==> src/hw/rtl/linear_probe_hash_table_unit_assert.svh <==
// Assertion macros for the hash table unit.
`ifndef LINEAR_PROBE_HASH_TABLE_UNIT_ASSERT_SVH
`define LINEAR_PROBE_HASH_TABLE_UNIT_ASSERT_SVH
`ifndef ASSERT_OFF
`define LPHT_ASSERT(lbl, clk, rstn, prop, msg) \
  lbl: assert property (@(posedge clk) disable iff (!rstn) prop) else $error(msg);
`define LPHT_ASSERT_NEVER(lbl, clk, rstn, cond, msg) \
  lbl: assert property (@(posedge clk) disable iff (!rstn) !(cond)) else $error(msg);
`else
`define LPHT_ASSERT(lbl, clk, rstn, prop, msg)
`define LPHT_ASSERT_NEVER(lbl, clk, rstn, cond, msg)
`endif
`endif

==> src/hw/rtl/lpht_pkg.sv <==
package lpht_pkg;

  localparam int unsigned KeyW    = 31;
  localparam int unsigned SlotW   = 4;
  localparam int unsigned CfgW    = 5;
  localparam int unsigned BitCntW = $clog2(KeyW);

  localparam logic ActInsert = 1'b0;
  localparam logic ActSearch = 1'b1;

  typedef enum logic [1:0] {
    StOk       = 2'd0,
    StNotFound = 2'd1,
    StFull     = 2'd2
  } status_e;

  typedef struct packed {
    logic clr_wr;
    logic load;
    logic div_step;
    logic reduce_step;
    logic home_load;
    logic rd_home;
    logic probe_adv;
    logic ins_wr;
    logic res_load;
    logic res_found;
  } cmd_t;

  typedef struct packed {
    logic clr_last;
    logic div_last;
    logic rem_in_range;
    logic hit;
    logic probe_last;
    logic is_search;
  } sts_t;

  // trial division by repeated subtraction, elaboration only
  function automatic int unsigned largest_prime(input int unsigned n);
    int unsigned best;
    int unsigned r;
    bit          prime;
    best = 1;
    for (int unsigned c = 2; c <= n; c++) begin
      prime = 1'b1;
      for (int unsigned d = 2; d < c; d++) begin
        r = c;
        while (r >= d) r = r - d;
        if (r == 0) prime = 1'b0;
      end
      if (prime) best = c;
    end
    return best;
  endfunction

endpackage

==> src/hw/rtl/lpht_in_if.sv <==
interface lpht_in_if;
  logic                      valid;
  logic                      ready;
  logic                      action;
  logic [lpht_pkg::KeyW-1:0] key;

  modport source (output valid, output action, output key, input ready);
  modport sink (input valid, input action, input key, output ready);
endinterface

==> src/hw/rtl/lpht_out_if.sv <==
interface lpht_out_if;
  logic                       valid;
  logic                       ready;
  logic [1:0]                 status;
  logic [lpht_pkg::SlotW-1:0] slot_index;

  modport source (output valid, output status, output slot_index, input ready);
  modport sink (input valid, input status, input slot_index, output ready);
endinterface

==> src/hw/rtl/linear_probe_hash_table_unit.sv <==
// Open-addressing hash table, linear probing, division-method home slot.
// Input channel in_i carries action (0 insert, 1 search) and a 31-bit key;
// an item is taken when valid and ready are both high. Output channel out_o
// returns one result per item: status (0 ok, 1 not found, 2 full) and
// slot_index. cfg_we_i/cfg_wdata_i write the hash modulus (0 acts as 1).
// Per item: a load step, a bit-serial remainder over the key bits, then
// folding the remainder below TABLE_SIZE by subtracting TABLE_SIZE (no
// subtraction unless the modulus exceeds the table size), a home read,
// then one probe step per slot probed (1 to TABLE_SIZE) through the
// single-port slot store.
// One item is in flight.
// After reset the store is cleared one slot a cycle,
// with in_i.ready low; the modulus resets to the largest prime not above
// TABLE_SIZE. A result waits in the output register while out_o.ready is
// low; the next item is accepted and worked on meanwhile, and its result
// holds in the probe stage until the register is free.
module linear_probe_hash_table_unit #(
  parameter int unsigned TABLE_SIZE = 16
) (
  input  logic                      clk_i,
  input  logic                      rst_ni,
  input  logic                      cfg_we_i,
  input  logic [lpht_pkg::CfgW-1:0] cfg_wdata_i,
  lpht_in_if.sink                   in_i,
  lpht_out_if.source                out_o
);

  localparam int unsigned TsBits   = $clog2(TABLE_SIZE + 1);
  localparam int unsigned ModW     = (TsBits > lpht_pkg::CfgW) ? TsBits : lpht_pkg::CfgW;
  localparam int unsigned ModReset = lpht_pkg::largest_prime(TABLE_SIZE);

  lpht_pkg::cmd_t cmd;
  lpht_pkg::sts_t sts;

  lpht_ctrl u_ctrl (
    .clk_i       (clk_i),
    .rst_ni      (rst_ni),
    .in_valid_i  (in_i.valid),
    .in_ready_o  (in_i.ready),
    .out_valid_o (out_o.valid),
    .out_ready_i (out_o.ready),
    .sts_i       (sts),
    .cmd_o       (cmd)
  );

  lpht_dp #(
    .TABLE_SIZE (TABLE_SIZE),
    .ModW       (ModW),
    .ModReset   (ModReset)
  ) u_dp (
    .clk_i        (clk_i),
    .rst_ni       (rst_ni),
    .cfg_we_i     (cfg_we_i),
    .cfg_wdata_i  (cfg_wdata_i),
    .in_action_i  (in_i.action),
    .in_key_i     (in_i.key),
    .cmd_i        (cmd),
    .sts_o        (sts),
    .out_status_o (out_o.status),
    .out_slot_o   (out_o.slot_index)
  );

endmodule

==> src/hw/rtl/lpht_dp.sv <==
module lpht_dp #(
  parameter int unsigned TABLE_SIZE = 16,
  parameter int unsigned ModW       = 5,
  parameter int unsigned ModReset   = 13
) (
  input  logic                        clk_i,
  input  logic                        rst_ni,
  input  logic                        cfg_we_i,
  input  logic [lpht_pkg::CfgW-1:0]   cfg_wdata_i,
  input  logic                        in_action_i,
  input  logic [lpht_pkg::KeyW-1:0]   in_key_i,
  input  lpht_pkg::cmd_t              cmd_i,
  output lpht_pkg::sts_t              sts_o,
  output logic [1:0]                  out_status_o,
  output logic [lpht_pkg::SlotW-1:0]  out_slot_o
);

  localparam int unsigned AW   = $clog2(TABLE_SIZE);
  localparam int unsigned KW   = lpht_pkg::KeyW;
  localparam int unsigned SW   = lpht_pkg::SlotW;
  localparam logic [AW-1:0] LastPos = AW'(TABLE_SIZE - 1);
  localparam logic [ModW-1:0] TsW   = ModW'(TABLE_SIZE);
  localparam logic [lpht_pkg::BitCntW-1:0] DivLast = lpht_pkg::BitCntW'(KW - 1);

  logic [ModW-1:0]              mod_q;
  logic                         act_q;
  logic [KW-1:0]                key_q;
  logic [KW-1:0]                key_sh_q;
  logic [ModW-1:0]              rem_q, rem_d;
  logic [lpht_pkg::BitCntW-1:0] bit_cnt_q;
  logic [AW-1:0]                pos_q, pos_inc;
  logic [AW-1:0]                cnt_q;
  logic [KW:0]                  rd_q;
  logic [1:0]                   out_status_q;
  logic [SW-1:0]                out_slot_q;
  logic [KW:0]                  mem [TABLE_SIZE];

  logic [ModW-1:0]  m_eff;
  logic [ModW:0]    shifted, diff;
  logic             wr_en, rd_en;
  logic [AW-1:0]    rd_addr;
  logic [KW:0]      wr_data;
  logic [AW+SW-1:0] slot_ext;

  assign m_eff   = (mod_q == '0) ? ModW'(1) : mod_q;
  assign shifted = {rem_q, key_sh_q[KW-1]};
  assign diff    = shifted - {1'b0, m_eff};
  assign rem_d   = (shifted >= {1'b0, m_eff}) ? diff[ModW-1:0] : shifted[ModW-1:0];
  assign pos_inc = (pos_q == LastPos) ? '0 : pos_q + AW'(1);

  assign wr_en   = cmd_i.clr_wr | cmd_i.ins_wr;
  assign wr_data = cmd_i.clr_wr ? '0 : {1'b1, key_q};
  assign rd_en   = cmd_i.rd_home | cmd_i.probe_adv;
  assign rd_addr = cmd_i.probe_adv ? pos_inc : pos_q;
  assign slot_ext = {SW'(0), pos_q};

  assign sts_o.clr_last     = (pos_q == LastPos);
  assign sts_o.div_last     = (bit_cnt_q == DivLast);
  assign sts_o.rem_in_range = (rem_q < TsW);
  assign sts_o.hit          = (act_q == lpht_pkg::ActSearch)
                              ? (rd_q[KW] && (rd_q[KW-1:0] == key_q)) : !rd_q[KW];
  assign sts_o.probe_last   = (cnt_q == LastPos);
  assign sts_o.is_search    = (act_q == lpht_pkg::ActSearch);

  always_ff @(posedge clk_i or negedge rst_ni) begin
    if (!rst_ni) begin
      mod_q <= ModW'(ModReset);
      pos_q <= '0;
    end else begin
      if (cfg_we_i) begin
        mod_q <= ModW'(cfg_wdata_i);
      end
      if (cmd_i.clr_wr || cmd_i.probe_adv) begin
        pos_q <= pos_inc;
      end else if (cmd_i.home_load) begin
        pos_q <= rem_q[AW-1:0];
      end
    end
  end

  always_ff @(posedge clk_i) begin
    if (cmd_i.load) begin
      act_q     <= in_action_i;
      key_q     <= in_key_i;
      key_sh_q  <= in_key_i;
      rem_q     <= '0;
      bit_cnt_q <= '0;
    end else if (cmd_i.div_step) begin
      key_sh_q  <= {key_sh_q[KW-2:0], 1'b0};
      rem_q     <= rem_d;
      bit_cnt_q <= bit_cnt_q + lpht_pkg::BitCntW'(1);
    end else if (cmd_i.reduce_step) begin
      rem_q <= rem_q - TsW;
    end
    if (cmd_i.rd_home) begin
      cnt_q <= '0;
    end else if (cmd_i.probe_adv) begin
      cnt_q <= cnt_q + AW'(1);
    end
    if (cmd_i.res_load) begin
      if (cmd_i.res_found) begin
        out_status_q <= lpht_pkg::StOk;
        out_slot_q   <= slot_ext[SW-1:0];
      end else begin
        out_status_q <= (act_q == lpht_pkg::ActSearch) ? lpht_pkg::StNotFound
                                                       : lpht_pkg::StFull;
        out_slot_q   <= '0;
      end
    end
  end

  // slot store: {valid, key}
  always_ff @(posedge clk_i) begin
    if (wr_en) begin
      mem[pos_q] <= wr_data;
    end
    if (rd_en) begin
      rd_q <= mem[rd_addr];
    end
  end

  assign out_status_o = out_status_q;
  assign out_slot_o   = out_slot_q;

endmodule

==> src/hw/rtl/lpht_ctrl.sv <==
`include "linear_probe_hash_table_unit_assert.svh"

module lpht_ctrl (
  input  logic           clk_i,
  input  logic           rst_ni,
  input  logic           in_valid_i,
  output logic           in_ready_o,
  output logic           out_valid_o,
  input  logic           out_ready_i,
  input  lpht_pkg::sts_t sts_i,
  output lpht_pkg::cmd_t cmd_o
);

  localparam logic [2:0] StateClear  = 3'd0;
  localparam logic [2:0] StateIdle   = 3'd1;
  localparam logic [2:0] StateDiv    = 3'd2;
  localparam logic [2:0] StateReduce = 3'd3;
  localparam logic [2:0] StateRead   = 3'd4;
  localparam logic [2:0] StateCheck  = 3'd5;

  logic [2:0] state_q, state_d;
  logic       out_valid_q, out_valid_d;
  logic       out_free;
  logic       finish;

  assign out_free = !out_valid_q || out_ready_i;
  assign finish   = sts_i.hit || sts_i.probe_last;

  always_comb begin
    state_d = state_q;
    cmd_o   = '0;
    case (state_q)
      StateClear: begin
        cmd_o.clr_wr = 1'b1;
        if (sts_i.clr_last) state_d = StateIdle;
      end
      StateIdle: begin
        if (in_valid_i) begin
          cmd_o.load = 1'b1;
          state_d    = StateDiv;
        end
      end
      StateDiv: begin
        cmd_o.div_step = 1'b1;
        if (sts_i.div_last) state_d = StateReduce;
      end
      StateReduce: begin
        if (sts_i.rem_in_range) begin
          cmd_o.home_load = 1'b1;
          state_d         = StateRead;
        end else begin
          cmd_o.reduce_step = 1'b1;
        end
      end
      StateRead: begin
        cmd_o.rd_home = 1'b1;
        state_d       = StateCheck;
      end
      StateCheck: begin
        if (!finish) begin
          cmd_o.probe_adv = 1'b1;
        end else if (out_free) begin
          cmd_o.res_load  = 1'b1;
          cmd_o.res_found = sts_i.hit;
          cmd_o.ins_wr    = sts_i.hit && !sts_i.is_search;
          state_d         = StateIdle;
        end
      end
      default: state_d = StateIdle;
    endcase
  end

  always_comb begin
    out_valid_d = out_valid_q;
    if (out_valid_q && out_ready_i) out_valid_d = 1'b0;
    if (cmd_o.res_load) out_valid_d = 1'b1;
  end

  always_ff @(posedge clk_i or negedge rst_ni) begin
    if (!rst_ni) begin
      state_q     <= StateClear;
      out_valid_q <= 1'b0;
    end else begin
      state_q     <= state_d;
      out_valid_q <= out_valid_d;
    end
  end

  assign in_ready_o  = (state_q == StateIdle);
  assign out_valid_o = out_valid_q;

  `LPHT_ASSERT(a_res_then_idle, clk_i, rst_ni, cmd_o.res_load |=> (state_q == StateIdle) && out_valid_q, "result load must leave a held result and an idle controller")
  `LPHT_ASSERT_NEVER(a_no_write_on_search, clk_i, rst_ni, cmd_o.ins_wr && (sts_i.is_search || !sts_i.hit), "slot written without an insert hit")
  `LPHT_ASSERT(a_read_then_check, clk_i, rst_ni, (state_q == StateRead) |=> (state_q == StateCheck), "home read not followed by a check")
  `LPHT_ASSERT_NEVER(a_no_clobber, clk_i, rst_ni, cmd_o.res_load && out_valid_q && !out_ready_i, "held result overwritten")

endmodule
==> src/flat_wrapper.sv <==
// flat-port wrapper written by rule: the top's interface ports become plain ports
module linear_probe_hash_table_unit_flat 
#(
  parameter int unsigned TABLE_SIZE = 16
)
  (clk_i, rst_ni, cfg_we_i, cfg_wdata_i, in_i_valid, in_i_action, in_i_key, in_i_ready, out_o_valid, out_o_status, out_o_slot_index, out_o_ready);
  lpht_in_if in_i_i ();
  lpht_out_if out_o_i ();
  input  logic clk_i;
  input  logic rst_ni;
  input  logic cfg_we_i;
  input  logic [lpht_pkg::CfgW-1:0] cfg_wdata_i;
  input wire logic [$bits(in_i_i.valid)-1:0] in_i_valid;
  input wire logic [$bits(in_i_i.action)-1:0] in_i_action;
  input wire logic [$bits(in_i_i.key)-1:0] in_i_key;
  output wire logic [$bits(in_i_i.ready)-1:0] in_i_ready;
  output wire logic [$bits(out_o_i.valid)-1:0] out_o_valid;
  output wire logic [$bits(out_o_i.status)-1:0] out_o_status;
  output wire logic [$bits(out_o_i.slot_index)-1:0] out_o_slot_index;
  input wire logic [$bits(out_o_i.ready)-1:0] out_o_ready;
  assign in_i_i.valid = in_i_valid;
  assign in_i_i.action = in_i_action;
  assign in_i_i.key = in_i_key;
  assign in_i_ready = in_i_i.ready;
  assign out_o_valid = out_o_i.valid;
  assign out_o_status = out_o_i.status;
  assign out_o_slot_index = out_o_i.slot_index;
  assign out_o_i.ready = out_o_ready;
  linear_probe_hash_table_unit #(.TABLE_SIZE(TABLE_SIZE)) u_core (.clk_i(clk_i), .rst_ni(rst_ni), .cfg_we_i(cfg_we_i), .cfg_wdata_i(cfg_wdata_i), .in_i(in_i_i), .out_o(out_o_i));
endmodule
==> config.mk <==
export PLATFORM = sky130hd
export DESIGN_NAME = linear_probe_hash_table_unit_flat
export DESIGN_NICKNAME = d
export VERILOG_FILES = /design/src/hw/rtl/lpht_pkg.sv /design/src/hw/rtl/lpht_in_if.sv /design/src/hw/rtl/lpht_out_if.sv /design/src/hw/rtl/linear_probe_hash_table_unit.sv /design/src/hw/rtl/lpht_dp.sv /design/src/hw/rtl/lpht_ctrl.sv /design/src/flat_wrapper.sv
export VERILOG_INCLUDE_DIRS = /design/src /design/src/hw/rtl
export SDC_FILE = /design/constraint.sdc
export NUM_CORES = 1
export LEC_CHECK = 0
export ABC_CLOCK_PERIOD_IN_PS = 6970
export BUFFER_PORTS_ARGS = -buffer_cell sky130_fd_sc_hd__clkbuf_2
export CAP_MARGIN = 10
export CORE_UTILIZATION = 60
export CTS_BUF_LIST = sky130_fd_sc_hd__clkbuf_8
export DETAILED_ROUTE_END_ITERATION = 6
export GPL_ROUTABILITY_DRIVEN = 0
export GPL_TIMING_DRIVEN = 0
export PLACE_DENSITY = 0.76
export RECOVER_POWER = 100
export SYNTH_ARGS = -nofsm -noshare
export SYNTH_HDL_FRONTEND = slang
export SYNTH_SLANG_ARGS = --single-unit
export TNS_END_PERCENT = 1
==> constraint.sdc <==
create_clock -name clk_i -period 6.97 [get_ports clk_i]
set_input_delay 0 -clock clk_i [delete_from_list [all_inputs] [get_ports clk_i]]
set_output_delay 0 -clock clk_i [all_outputs]
set_load 0.03 [all_outputs]
==> run metrics, run 1 <==
CTS tree built; number of global-route vias before repair roughly 17,000; #FFs+latches synth 640; # rows a little under 80; WS Path Type reg -> reg; Post-synth EDFFs 613; I/O pin cnt 50; CORE AREA 44,100 sq um; port bufs 48; most frequent cells in the layout edfxtp_1 (613), nand2_1 (216), a21oi_1 (164), clkbuf_1 (147), clkbuf_8 (103); Worst slew margin -39.9%; Ant. Diodes 0; RSZ-0062 raised after global routing no; Total Neg Setup Slack 0 ns; area share of the largest cell type after synthesis between 60% and 70%; Vias between 15,000 and 20,000; leakage power about 10 nW; syn_nets 1,854; Max Slew Vio Count 375; endpoint class of the critical path flop; final hold violation count 0; die area roughly 45,000 sq um; DRC Markers 0; main flop type after synthesis edfxtp_1; Initial Util between 60% and 70%; endpoints failing setup 0; WL final roughly 73,000 um; DR pass1 iterations 6; status finished with violations; failing checks max-capacitance violations, max-slew violations; Crit path largest cell delay 1.05 ns; post-DR wirelength/cell ~27 um; Routed Antenna Nets 0; share of the clock period used by the worst path about 89%; Slowest-stage cell, CP nor4_1; final non-filler cell total 2,694; Max Cap Viol 21; syn_area_per_cell 14.9 sq um; leading area contributor after synthesis edfxtp_1; hold crit path type in -> reg; Power Density around 440 nW/um^2; Die Y-Extent between 200 and 250 um; f_max 162 MHz; placed cell count around 2,500; Critical Path Most Common Cell nor4_1; register area share after synthesis a little under three quarters; Ys Warns 0; clock network power share between 20% and 30%; Die W between 200 and 250 um; Int Pwr just over 0.008 W; Clock Latency Late Sink around 0.70 ns; layout cells sized above 1 just over 10%; Syn-to-layout area delta 12.6%; Overall Global Routing Usage between 30% and 40%; clk sinks between 600 and 700; post-CTS setup buffers 0; # H-tree levels 3; Final #Nets 2,078; Worst Path Required about 7.4 ns; Worst EP arrival between 6 and 7 ns; Psw roughly 0.005 W; CTS Root Cell clkbuf_8; cells along the critical path xor2_1 -> nor4_1 -> nand2_1 -> nor4_1 -> nor2_1 -> a21oi_4 -> buf_6 -> buf_4 -> clkbuf_1 -> a221oi_1 -> or4_1; combinational share of power roughly 36%; Clk pin slew, worst setup/hold paths roughly 0.060 ns; # hold bufs at CTS between 50 and 60; Startpoint Class flop; DR iter-0 viols approximately 2,200; worst vdd ir just under 300 uV; Distinct cells, synth 57; asr flop ratio synth 2.03%; Min Clock Period, post-route 6.17 ns; Worst Path Max Fanout 10; first-pass GRT wire length about 110,000 um; largest net degree at the start of global routing 33; most common cell after layout, fill and taps aside edfxtp_1; clk_skew about 0.030 ns; CTS resizes 0; Sequential Power Share 42.0%; dpl hpwl ~48,000 um; Synth Instances ~1,800; worst slew pin tran about 2.1 ns; CTS Buf Count slightly above 100; cell area after synthesis 26,800 sq um; Avg Vias per Cell between 6 and 7; initial antenna violation count 0; top area cells in the synthesized netlist edfxtp_1 (69%), mux2i_1 (3.7%), a21oi_1 (3.1%), nand2_1 (3.0%), mux4_2 (2.7%); switch share a little under two fifths; GR Overflow Total 0; Max Root-Sink Buffers 3
==> power by group through the flow <==
stage	clock network, W	logic (W)	registers, W
floorplan	0	0.00296	0.00551
global placement	0	0.00437	0.00560
detailed placement	0	0.00469	0.00559
CTS	0.00296	0.00474	0.00552
global route	0.00313	0.00500	0.00559
finish	0.00295	0.00471	0.00555
==> registers in the layout, summed over array words and instances (netlist names) <==
| name | count |
|---|---|
| u_core.u_ctrl.out_valid_o | 1 |
| u_core.u_ctrl.state_q | 3 |
| u_core.u_dp.act_q | 1 |
| u_core.u_dp.bit_cnt_q | 5 |
| u_core.u_dp.cnt_q | 4 |
| u_core.u_dp.key_q | 31 |
| u_core.u_dp.key_sh_q | 31 |
| u_core.u_dp.mem | 512 |
| u_core.u_dp.mod_q | 5 |
| u_core.u_dp.out_slot_o | 4 |
| u_core.u_dp.out_status_o | 2 |
| u_core.u_dp.pos_q | 4 |
| u_core.u_dp.rd_q | 32 |
| u_core.u_dp.rem_q | 5 |
==> final timing paths <==
path                                                    startpoint                                  to  slack [ns]  cells after the start
worst max-delay path                u_core.u_dp.key_q[2]$_DFFE_PP_      u_core.u_dp.rd_q[29]$_DFFE_PP_        0.80                     11
worst max register to register      u_core.u_dp.key_q[2]$_DFFE_PP_      u_core.u_dp.rd_q[29]$_DFFE_PP_        0.80                     11
max in group asynchronous                                   rst_ni    u_core.u_dp.mod_q[4]$_DFFE_PN0P_        5.49                      4
worst min register to register  u_core.u_dp.key_sh_q[19]$_DFFE_PP_  u_core.u_dp.key_sh_q[20]$_DFFE_PP_        0.51                      2
min in group asynchronous                                   rst_ni    u_core.u_dp.mod_q[0]$_DFFE_PN1P_        0.47                      3
worst min-delay path                                   in_i_action         u_core.u_dp.act_q$_DFFE_PP_        0.02                      2
==> Yosys cell counts, types with 2 or more instances <==
master	count
a2111oi_0	33
a211oi_1	3
a21oi_1	164
a21oi_4	2
a221oi_1	31
a311o_1	31
a311oi_1	2
a31oi_1	3
and2_0	29
and2_1	77
buf_1	9
buf_2	10
buf_6	3
clkbuf_1	93
dfrtp_1	10
dfstp_2	3
dfxtp_1	14
edfxtp_1	613
ha_1	12
inv_1	16
mux2_2	36
mux2i_1	99
mux4_2	32
nand2_1	216
nand2b_1	8
nand3_1	40
nand4_1	4
nor2_1	39
nor2b_1	8
nor3_1	5
nor4_1	8
o21ai_0	22
o21ai_1	2
o311ai_0	31
or2_2	2
or4_1	31
xnor2_1	2
xor2_1	37
==> final cells by class <==
cell class,count,area [sq um]
sequential,640,19000
fill,3004,14000
multi-input combinational,1026,7190
clock buffer,103,1420
timing repair buffer,121,816
tap,592,741
buffer,116,470
clock inverter,79,425
inverter,17,63.8
==> per-layer routing <==
layer / share of wire, % / vias up / track usage (%)
li1: - / 7433 / -
met1: 38 / 8675 / 42.9
met2: 46 / 1117 / 51.3
met3: 11 / 215 / 8.97
met4: 4.6 / 0 / 14.8
met5: 0 / - / 0
==> logic make-up after synthesis <==
family | count (synthesis) | share of synthesized area [%]
AO/OA/AOI/OAI | 335 | 8.46
XOR/XNOR | 39 | 1.28
adder cells (fa/ha/maj) | 13 | 0.636
buffers and inverters | 133 | 2.01
flip-flops | 640 | 71.1
multiplexers | 167 | 7.91
AND/OR/NAND/NOR | 472 | 8.64
==> worst max-delay path: cells and delay by family, from the launching register on <==
family,cells,cell delay [ns]
XOR/XNOR,1,0.30
buffers and inverters,3,1.07
AO/OA/AOI/OAI,2,0.89
AND/OR/NAND/NOR,5,3.14
flip-flops,1,0.49
==> stage by stage <==
| stage | setup WS [ns] | cell area (sq um) | power, W | hold slack, ns | util, % |
|---|---|---|---|---|---|
| floorplan | 3.53 | 26800 | 0.00847 | -0.296 | - |
| global placement | 1.88 | 27700 | 0.00997 | -0.0877 | 62.9 |
| detailed placement | 1.87 | 28300 | 0.0103 | -0.0750 | 64.2 |
| CTS | 1.81 | 30700 | 0.0132 | 0.00166 | 69.6 |
| global route | 0.795 | 30100 | 0.0137 | 0.00916 | 68.3 |
| finish | 0.797 | 30100 | 0.0132 | 0.0182 | 68.3 |
Note: power is estimated with default switching activity, not from simulation.
==> inputs of run 2 (changes only) <==
==> constraint.sdc (replaced) <==
create_clock -name clk_i -period 6.97 [get_ports clk_i]
set_input_delay 1.394 -clock clk_i [delete_from_list [all_inputs] [get_ports clk_i]]
set_output_delay 1.394 -clock clk_i [all_outputs]
set_load 0.03 [all_outputs]
==> run 2 against run 1 <==
Against the previous run: combinational power fell by 1%; largest cell class unchanged; the flow still finishes with violations (max-capacitance violations, max-slew violations); wire length fell by 1.7%; maximum frequency fell by 0.92%; total power fell by 0.39%; register-to-register slack got worse by 0.06 ns; flip-flop and latch count did not move; count of clock-buffer cells in the layout did not move.
==> run metrics, run 2 (same netlist as run 1, synthesis figures left out) <==
status finished with violations; failing checks max-capacitance violations, max-slew violations; WL met1 27,200 um; Total Neg Setup Slack 0 ns; die area around 45,000 sq um; I/O pin cnt 50; post-DR wirelength/cell about 27 um; first-pass GRT wire length roughly 100,000 um; DR iter-0 viols between 2,000 and 2,500; biggest regs u_core.u_dp.mem (512), u_core.u_dp.rd_q (32); Worst Path Required approximately 7.4 ns; number of global-route vias before repair approximately 17,000; DRC Markers 0; GR Overflow Total 0; most frequent cells in the layout edfxtp_1 (613), nand2_1 (216), a21oi_1 (164), clkbuf_1 (148), clkbuf_8 (103); initial antenna violation count 1; CTS tree built; Final #Nets 2,023; Routed Antenna Nets 0; Initial Util 60.6%; utilization after layout about two thirds; final hold violation count 0; endpoint class of the critical path flop; Max Slew Vio Count between 300 and 400; port bufs 48; met3 WL 7900 um; RSZ-0062 raised after global routing no; share of the clock period used by the worst path 89.4%; Max Root-Sink Buffers 3; most common cell after layout, fill and taps aside edfxtp_1; clk sinks 640; # rows 77; Power Density around 440 nW/um^2; WS Path Type reg -> reg; CTS Root Cell clkbuf_8; leakage power approximately 10 nW; DR WL met2 32,900 um; DR pass1 iterations 5; worst vdd ir 290 uV; largest reg by FF count u_core.u_dp.mem; Min Clock Period, post-route 6.23 ns; Vias about 17,000; Die Y-Extent ~210 um; Syn-to-layout area delta 10.6%; Startpoint Class flop; post-CTS setup buffers 0; Avg Vias per Cell around 6.5; f_max around 160 MHz; CTS resizes 0; Fill cells roughly 3,100; dpl hpwl ~48,000 um; Die W 213 um; # H-tree levels 3; multi-input logic area between 7000 and 8000 sq um; hold crit path type reg -> reg; largest net degree at the start of global routing 33; Worst Path Max Fanout 10; Ant. Diodes 0; Clk pin slew, worst setup/hold paths 0.07 ns; CORE AREA approximately 44,000 sq um; clk_skew around 0.035 ns; max reg flops between 500 and 600; Worst slew margin -32.7%; FF+latch area between 15,000 and 20,000 sq um; WL final between 70,000 and 80,000 um; endpoints failing setup 0; Max Used Layer met5; layout cells sized above 1 around a tenth; Clock Latency Late Sink approximately 0.71 ns; Overall Global Routing Usage roughly 32%; # hold bufs at CTS 0; worst slew pin tran roughly 2 ns; Worst EP arrival approximately 6.7 ns; Max Cap Viol 20; CTS Buf Count ~100
[run 2: cell count changes in the layout (fill, tap and decap cells not counted)]
cell           change
dlygate4sd3_1     -55
dfstp_1            -2
dfstp_2            +2
and2_0             -1
and2_1             +1
buf_2              -1
clkbuf_1           +1
[run 2: worst paths after layout]
check	start	to	slack (ns)	depth (start not counted)
max in group asynchronous	rst_ni	u_core.u_ctrl.state_q[1]$_DFFE_PN0P_	5.73	1
worst max register to register	u_core.u_dp.key_q[2]$_DFFE_PP_	u_core.u_dp.rd_q[31]$_DFFE_PP_	0.74	11
min in group asynchronous	rst_ni	u_core.u_dp.mod_q[1]$_DFFE_PN0P_	0.75	1
worst min-delay path	u_core.u_dp.key_sh_q[0]$_SDFFCE_PN0P_	u_core.u_dp.key_sh_q[1]$_DFFE_PP_	0.51	2
worst max-delay path	u_core.u_dp.key_q[2]$_DFFE_PP_	u_core.u_dp.rd_q[31]$_DFFE_PP_	0.74	11
worst min register to register	u_core.u_dp.key_sh_q[0]$_SDFFCE_PN0P_	u_core.u_dp.key_sh_q[1]$_DFFE_PP_	0.51	2
[run 2: critical path, cell delays in order, from the launching register on]
cell      delay (ns)
edfxtp_1        0.47
xor2_1          0.30
nor4_1          0.80
nand2_1         0.16
nor4_1          1.02
nor2_1          0.59
a21oi_4         0.60
buf_6           0.28
buf_4           0.23
clkbuf_1        0.70
a221oi_1        0.26
or4_1           0.56
[run 2: metrics by stage]
| step | area, sq um | setup WS (ns) | power (W) | cells | hold slack, ns |
|---|---|---|---|---|---|
| final | 29600 | 0.740 | 0.0132 | 2639 | 0.509 |
| after global routing | 29600 | 0.751 | 0.0137 | 2639 | 0.545 |
| after CTS | 30200 | 1.81 | 0.0132 | 2639 | 0.514 |
| after detailed placement | 28300 | 1.87 | 0.0103 | 2457 | 0.503 |
| after global placement | 27700 | 0.994 | 0.00997 | 2439 | 0.494 |
| after floorplan | 26800 | 3.03 | 0.00847 | 1799 | 0.472 |
[run 2: cell type report]
class	instances	share of cell area (%)
clock inverters	79	1.44
inverters	17	0.216
repair buffers	66	0.896
clock buffers	103	4.79
flip-flops and latches	640	64.3
well taps	592	2.50
plain buffers	116	1.59
multi-input cells	1026	24.3
[run 2: where the power goes]
| group | internal [W] | switching, W | leakage (nW) |
|---|---|---|---|
| combinational | 0.00143 | 0.00324 | 3.02 |
| clock | 0.00149 | 0.00146 | 1.06 |
| sequential | 0.00532 | 0.000231 | 5.87 |
| total | 0.00823 | 0.00492 | 9.96 |
[run 2: layer usage]
layer	up-vias	track usage [%]
met4	2	14.3
li1	7325	-
met5	-	0
met1	8604	42.6
met2	1042	50.2
met3	206	9.03
==> inputs of run 3 (changes only) <==
CORE_UTILIZATION = 50   (was 60)
PLACE_DENSITY = 0.65   (was 0.76)
==> run 3 against run 2 <==
Against the previous run: maximum frequency rose by 7.5%; flip-flop and latch count stayed put; wire length up 1.9%; register-to-register slack improved by 0.44 ns; the run ends with design-rule violations, max-capacitance violations, max-slew violations left; critical path type unchanged; total power up 0.75%; combinational power is essentially flat; largest power group unchanged; die area grew 20%; worst setup slack better by 0.44 ns; clock power grew 3%.
==> run metrics, run 3 (same netlist as run 1, synthesis figures left out) <==
Min Clock Period, post-route 5.79 ns; most frequent cells in the layout edfxtp_1 (613), nand2_1 (216), a21oi_1 (164), clkbuf_1 (150), clkbuf_8 (111); final hold violation count 0; # hold bufs at CTS 0; CTS tree built; Total Neg Setup Slack 0 ns; layout cells sized above 1 between 10 and 15%; biggest regs u_core.u_dp.mem (512), u_core.u_dp.rd_q (32); Initial Util between 50% and 60%; number of global-route vias before repair 16,700; Worst Path Required between 7 and 8 ns; Reg2Reg Setup Slack roughly 1.2 ns; R2R Path Start u_core.u_dp.rd_q[2]$_DFFE_PP_; status finished with violations; Avg Vias per Cell roughly 6.1; initial antenna violation count 1; Max Slew Vio Count between 300 and 400; largest net degree at the start of global routing 33; Power Density approximately 440 nW/um^2; Int Pwr between 0.008 and 0.009 W; switch share between 30 and 40%; post-CTS setup buffers 0; failing checks design-rule violations, max-capacitance violations, max-slew violations; Startpoint Class flop; leakage power approximately 10 nW; Sequential Power Share between 40% and 50%; Worst slew margin -47.3%; combinational share of power a little over a third; first-pass GRT wire length about 110,000 um; post-DR wirelength/cell roughly 26 um; CTS resizes 0; Worst EP arrival roughly 6.2 ns; RSZ-0062 raised after global routing no; f_max 173 MHz; DRC Markers 10; Vias 16,700; WS Path Type reg -> reg; hold path startpoint u_core.u_dp.key_sh_q[20]$_DFFE_PP_; Routed Antenna Nets 0; CTS Root Cell clkbuf_8; Hold Crit Depth 2; die area roughly 54,000 sq um; worst r2r dst u_core.u_dp.rd_q[0]$_DFFE_PP_; Final #Nets 2,027; Psw ~0.0050 W; WL final 72,600 um; Finished Cell Area between 20,000 and 30,000 sq um; most common cell after layout, fill and taps aside edfxtp_1; GR Overflow Total 0; CTS Buf Count 105; # H-tree levels 3; Syn-to-layout area delta 11.3%; Worst Reg2Reg Path Length in Cells 11; endpoint class of the critical path flop; Clk pin slew, worst setup/hold paths about 0.06 ns; # rows 84; worst vdd ir 206 uV; endpoints failing setup 0; Worst Path Max Fanout 10; Clock Latency Late Sink 0.72 ns; clock network power share 22.9%; max reg flops roughly 500; DR iter-0 viols roughly 1,800; Overall Global Routing Usage 27.3%; largest reg by FF count u_core.u_dp.mem; Area after DPL around 28,000 sq um; I/O pin cnt 50; share of the clock period used by the worst path ~83%; Min-Delay Endpoint u_core.u_dp.key_sh_q[21]$_DFFE_PP_; Die W ~230 um; CORE AREA ~53,000 sq um; clk_skew approximately 0.041 ns; clk sinks 640; DR pass1 iterations 7; port bufs 48; hold crit path type reg -> reg; dpl hpwl between 40,000 and 50,000 um; Die Y-Extent ~230 um; Max Root-Sink Buffers 3; Max Cap Viol 22; worst slew pin tran approximately 2.2 ns
[run 3: cell count changes in the layout (fill, tap and decap cells not counted), sizes merged]
cell      previous run  this run
bufinv               3         2
clkinv              38        46
clkinvlp             1         3
diode                0         1
inv                 54        45
buf                 20        23
clkbuf             265       270
[run 3: area by class of cell]
class | instances | area [sq um]
antenna | 1 | 2.50
sequential | 640 | 19000
fill | 4281 | 23000
clock inverter | 79 | 395
multi-input combinational | 1026 | 7190
tap | 688 | 861
clock buffer | 111 | 1530
buffer | 116 | 474
timing repair buffer | 66 | 259
inverter | 17 | 63.8
[run 3: per-stage QoR]
stage	power, W	worst slack, ns	util (%)	hold slack [ns]	std cells
2_1_floorplan	0.00847	3.03	-	0.472	1799
3_3_place_gp	0.0101	0.828	52.8	0.495	2535
3_5_place_dp	0.0103	2.07	53.8	0.504	2553
4_1_cts	0.0134	2.04	57.5	0.522	2743
5_1_grt	0.0138	1.05	56.5	0.533	2744
6_report	0.0133	1.18	56.5	0.515	2744
[run 3: worst max path at each step]
stage	from	end	slack [ns]	depth (start not counted)
4_1_cts	u_core.u_dp.key_q[25]$_DFFE_PP_	u_core.u_dp.rd_q[0]$_DFFE_PP_	2.04	11
3_3_place_gp	out_o_ready	u_core.u_dp.mem[15][16]$_DFFE_PP_	0.83	5
5_1_grt	u_core.u_dp.key_q[2]$_DFFE_PP_	u_core.u_dp.rd_q[31]$_DFFE_PP_	1.05	11
3_5_place_dp	u_core.u_dp.key_q[25]$_DFFE_PP_	u_core.u_dp.rd_q[31]$_DFFE_PP_	2.07	11
6_report	u_core.u_dp.rd_q[2]$_DFFE_PP_	u_core.u_dp.rd_q[0]$_DFFE_PP_	1.18	11
2_1_floorplan	out_o_ready	u_core.u_dp.mem[0][0]$_DFFE_PP_	3.03	5
[run 3: critical path, stage by stage, from the launching register on]
cell and delay, ns:
edfxtp_1 0.42, xor2_1 0.25, nor4_1 0.66, nand2_1 0.22, nor4_1 1.08, nor2_1 0.61, a21oi_4 0.61, buf_6 0.28
buf_4 0.25, buf_2 0.40, a221oi_1 0.15, or4_1 0.55
[run 3: power groups by stage]
| stage | clock, W | sequential (W) | combinational [W] |
|---|---|---|---|
| after floorplan | 0 | 0.00551 | 0.00296 |
| after global placement | 0 | 0.00561 | 0.00446 |
| after detailed placement | 0 | 0.00559 | 0.00473 |
| after CTS | 0.00309 | 0.00552 | 0.00476 |
| after global routing | 0.00325 | 0.00559 | 0.00499 |
| final | 0.00304 | 0.00555 | 0.00467 |
[run 3: metal layers]
layer	routed length, um	vias to the layer above	GRT usage (%)
li1	-	7337	-
met1	30000	8426	37.3
met2	33900	822	43.1
met3	6120	163	5.29
met4	2640	0	10.7
met5	0	-	0
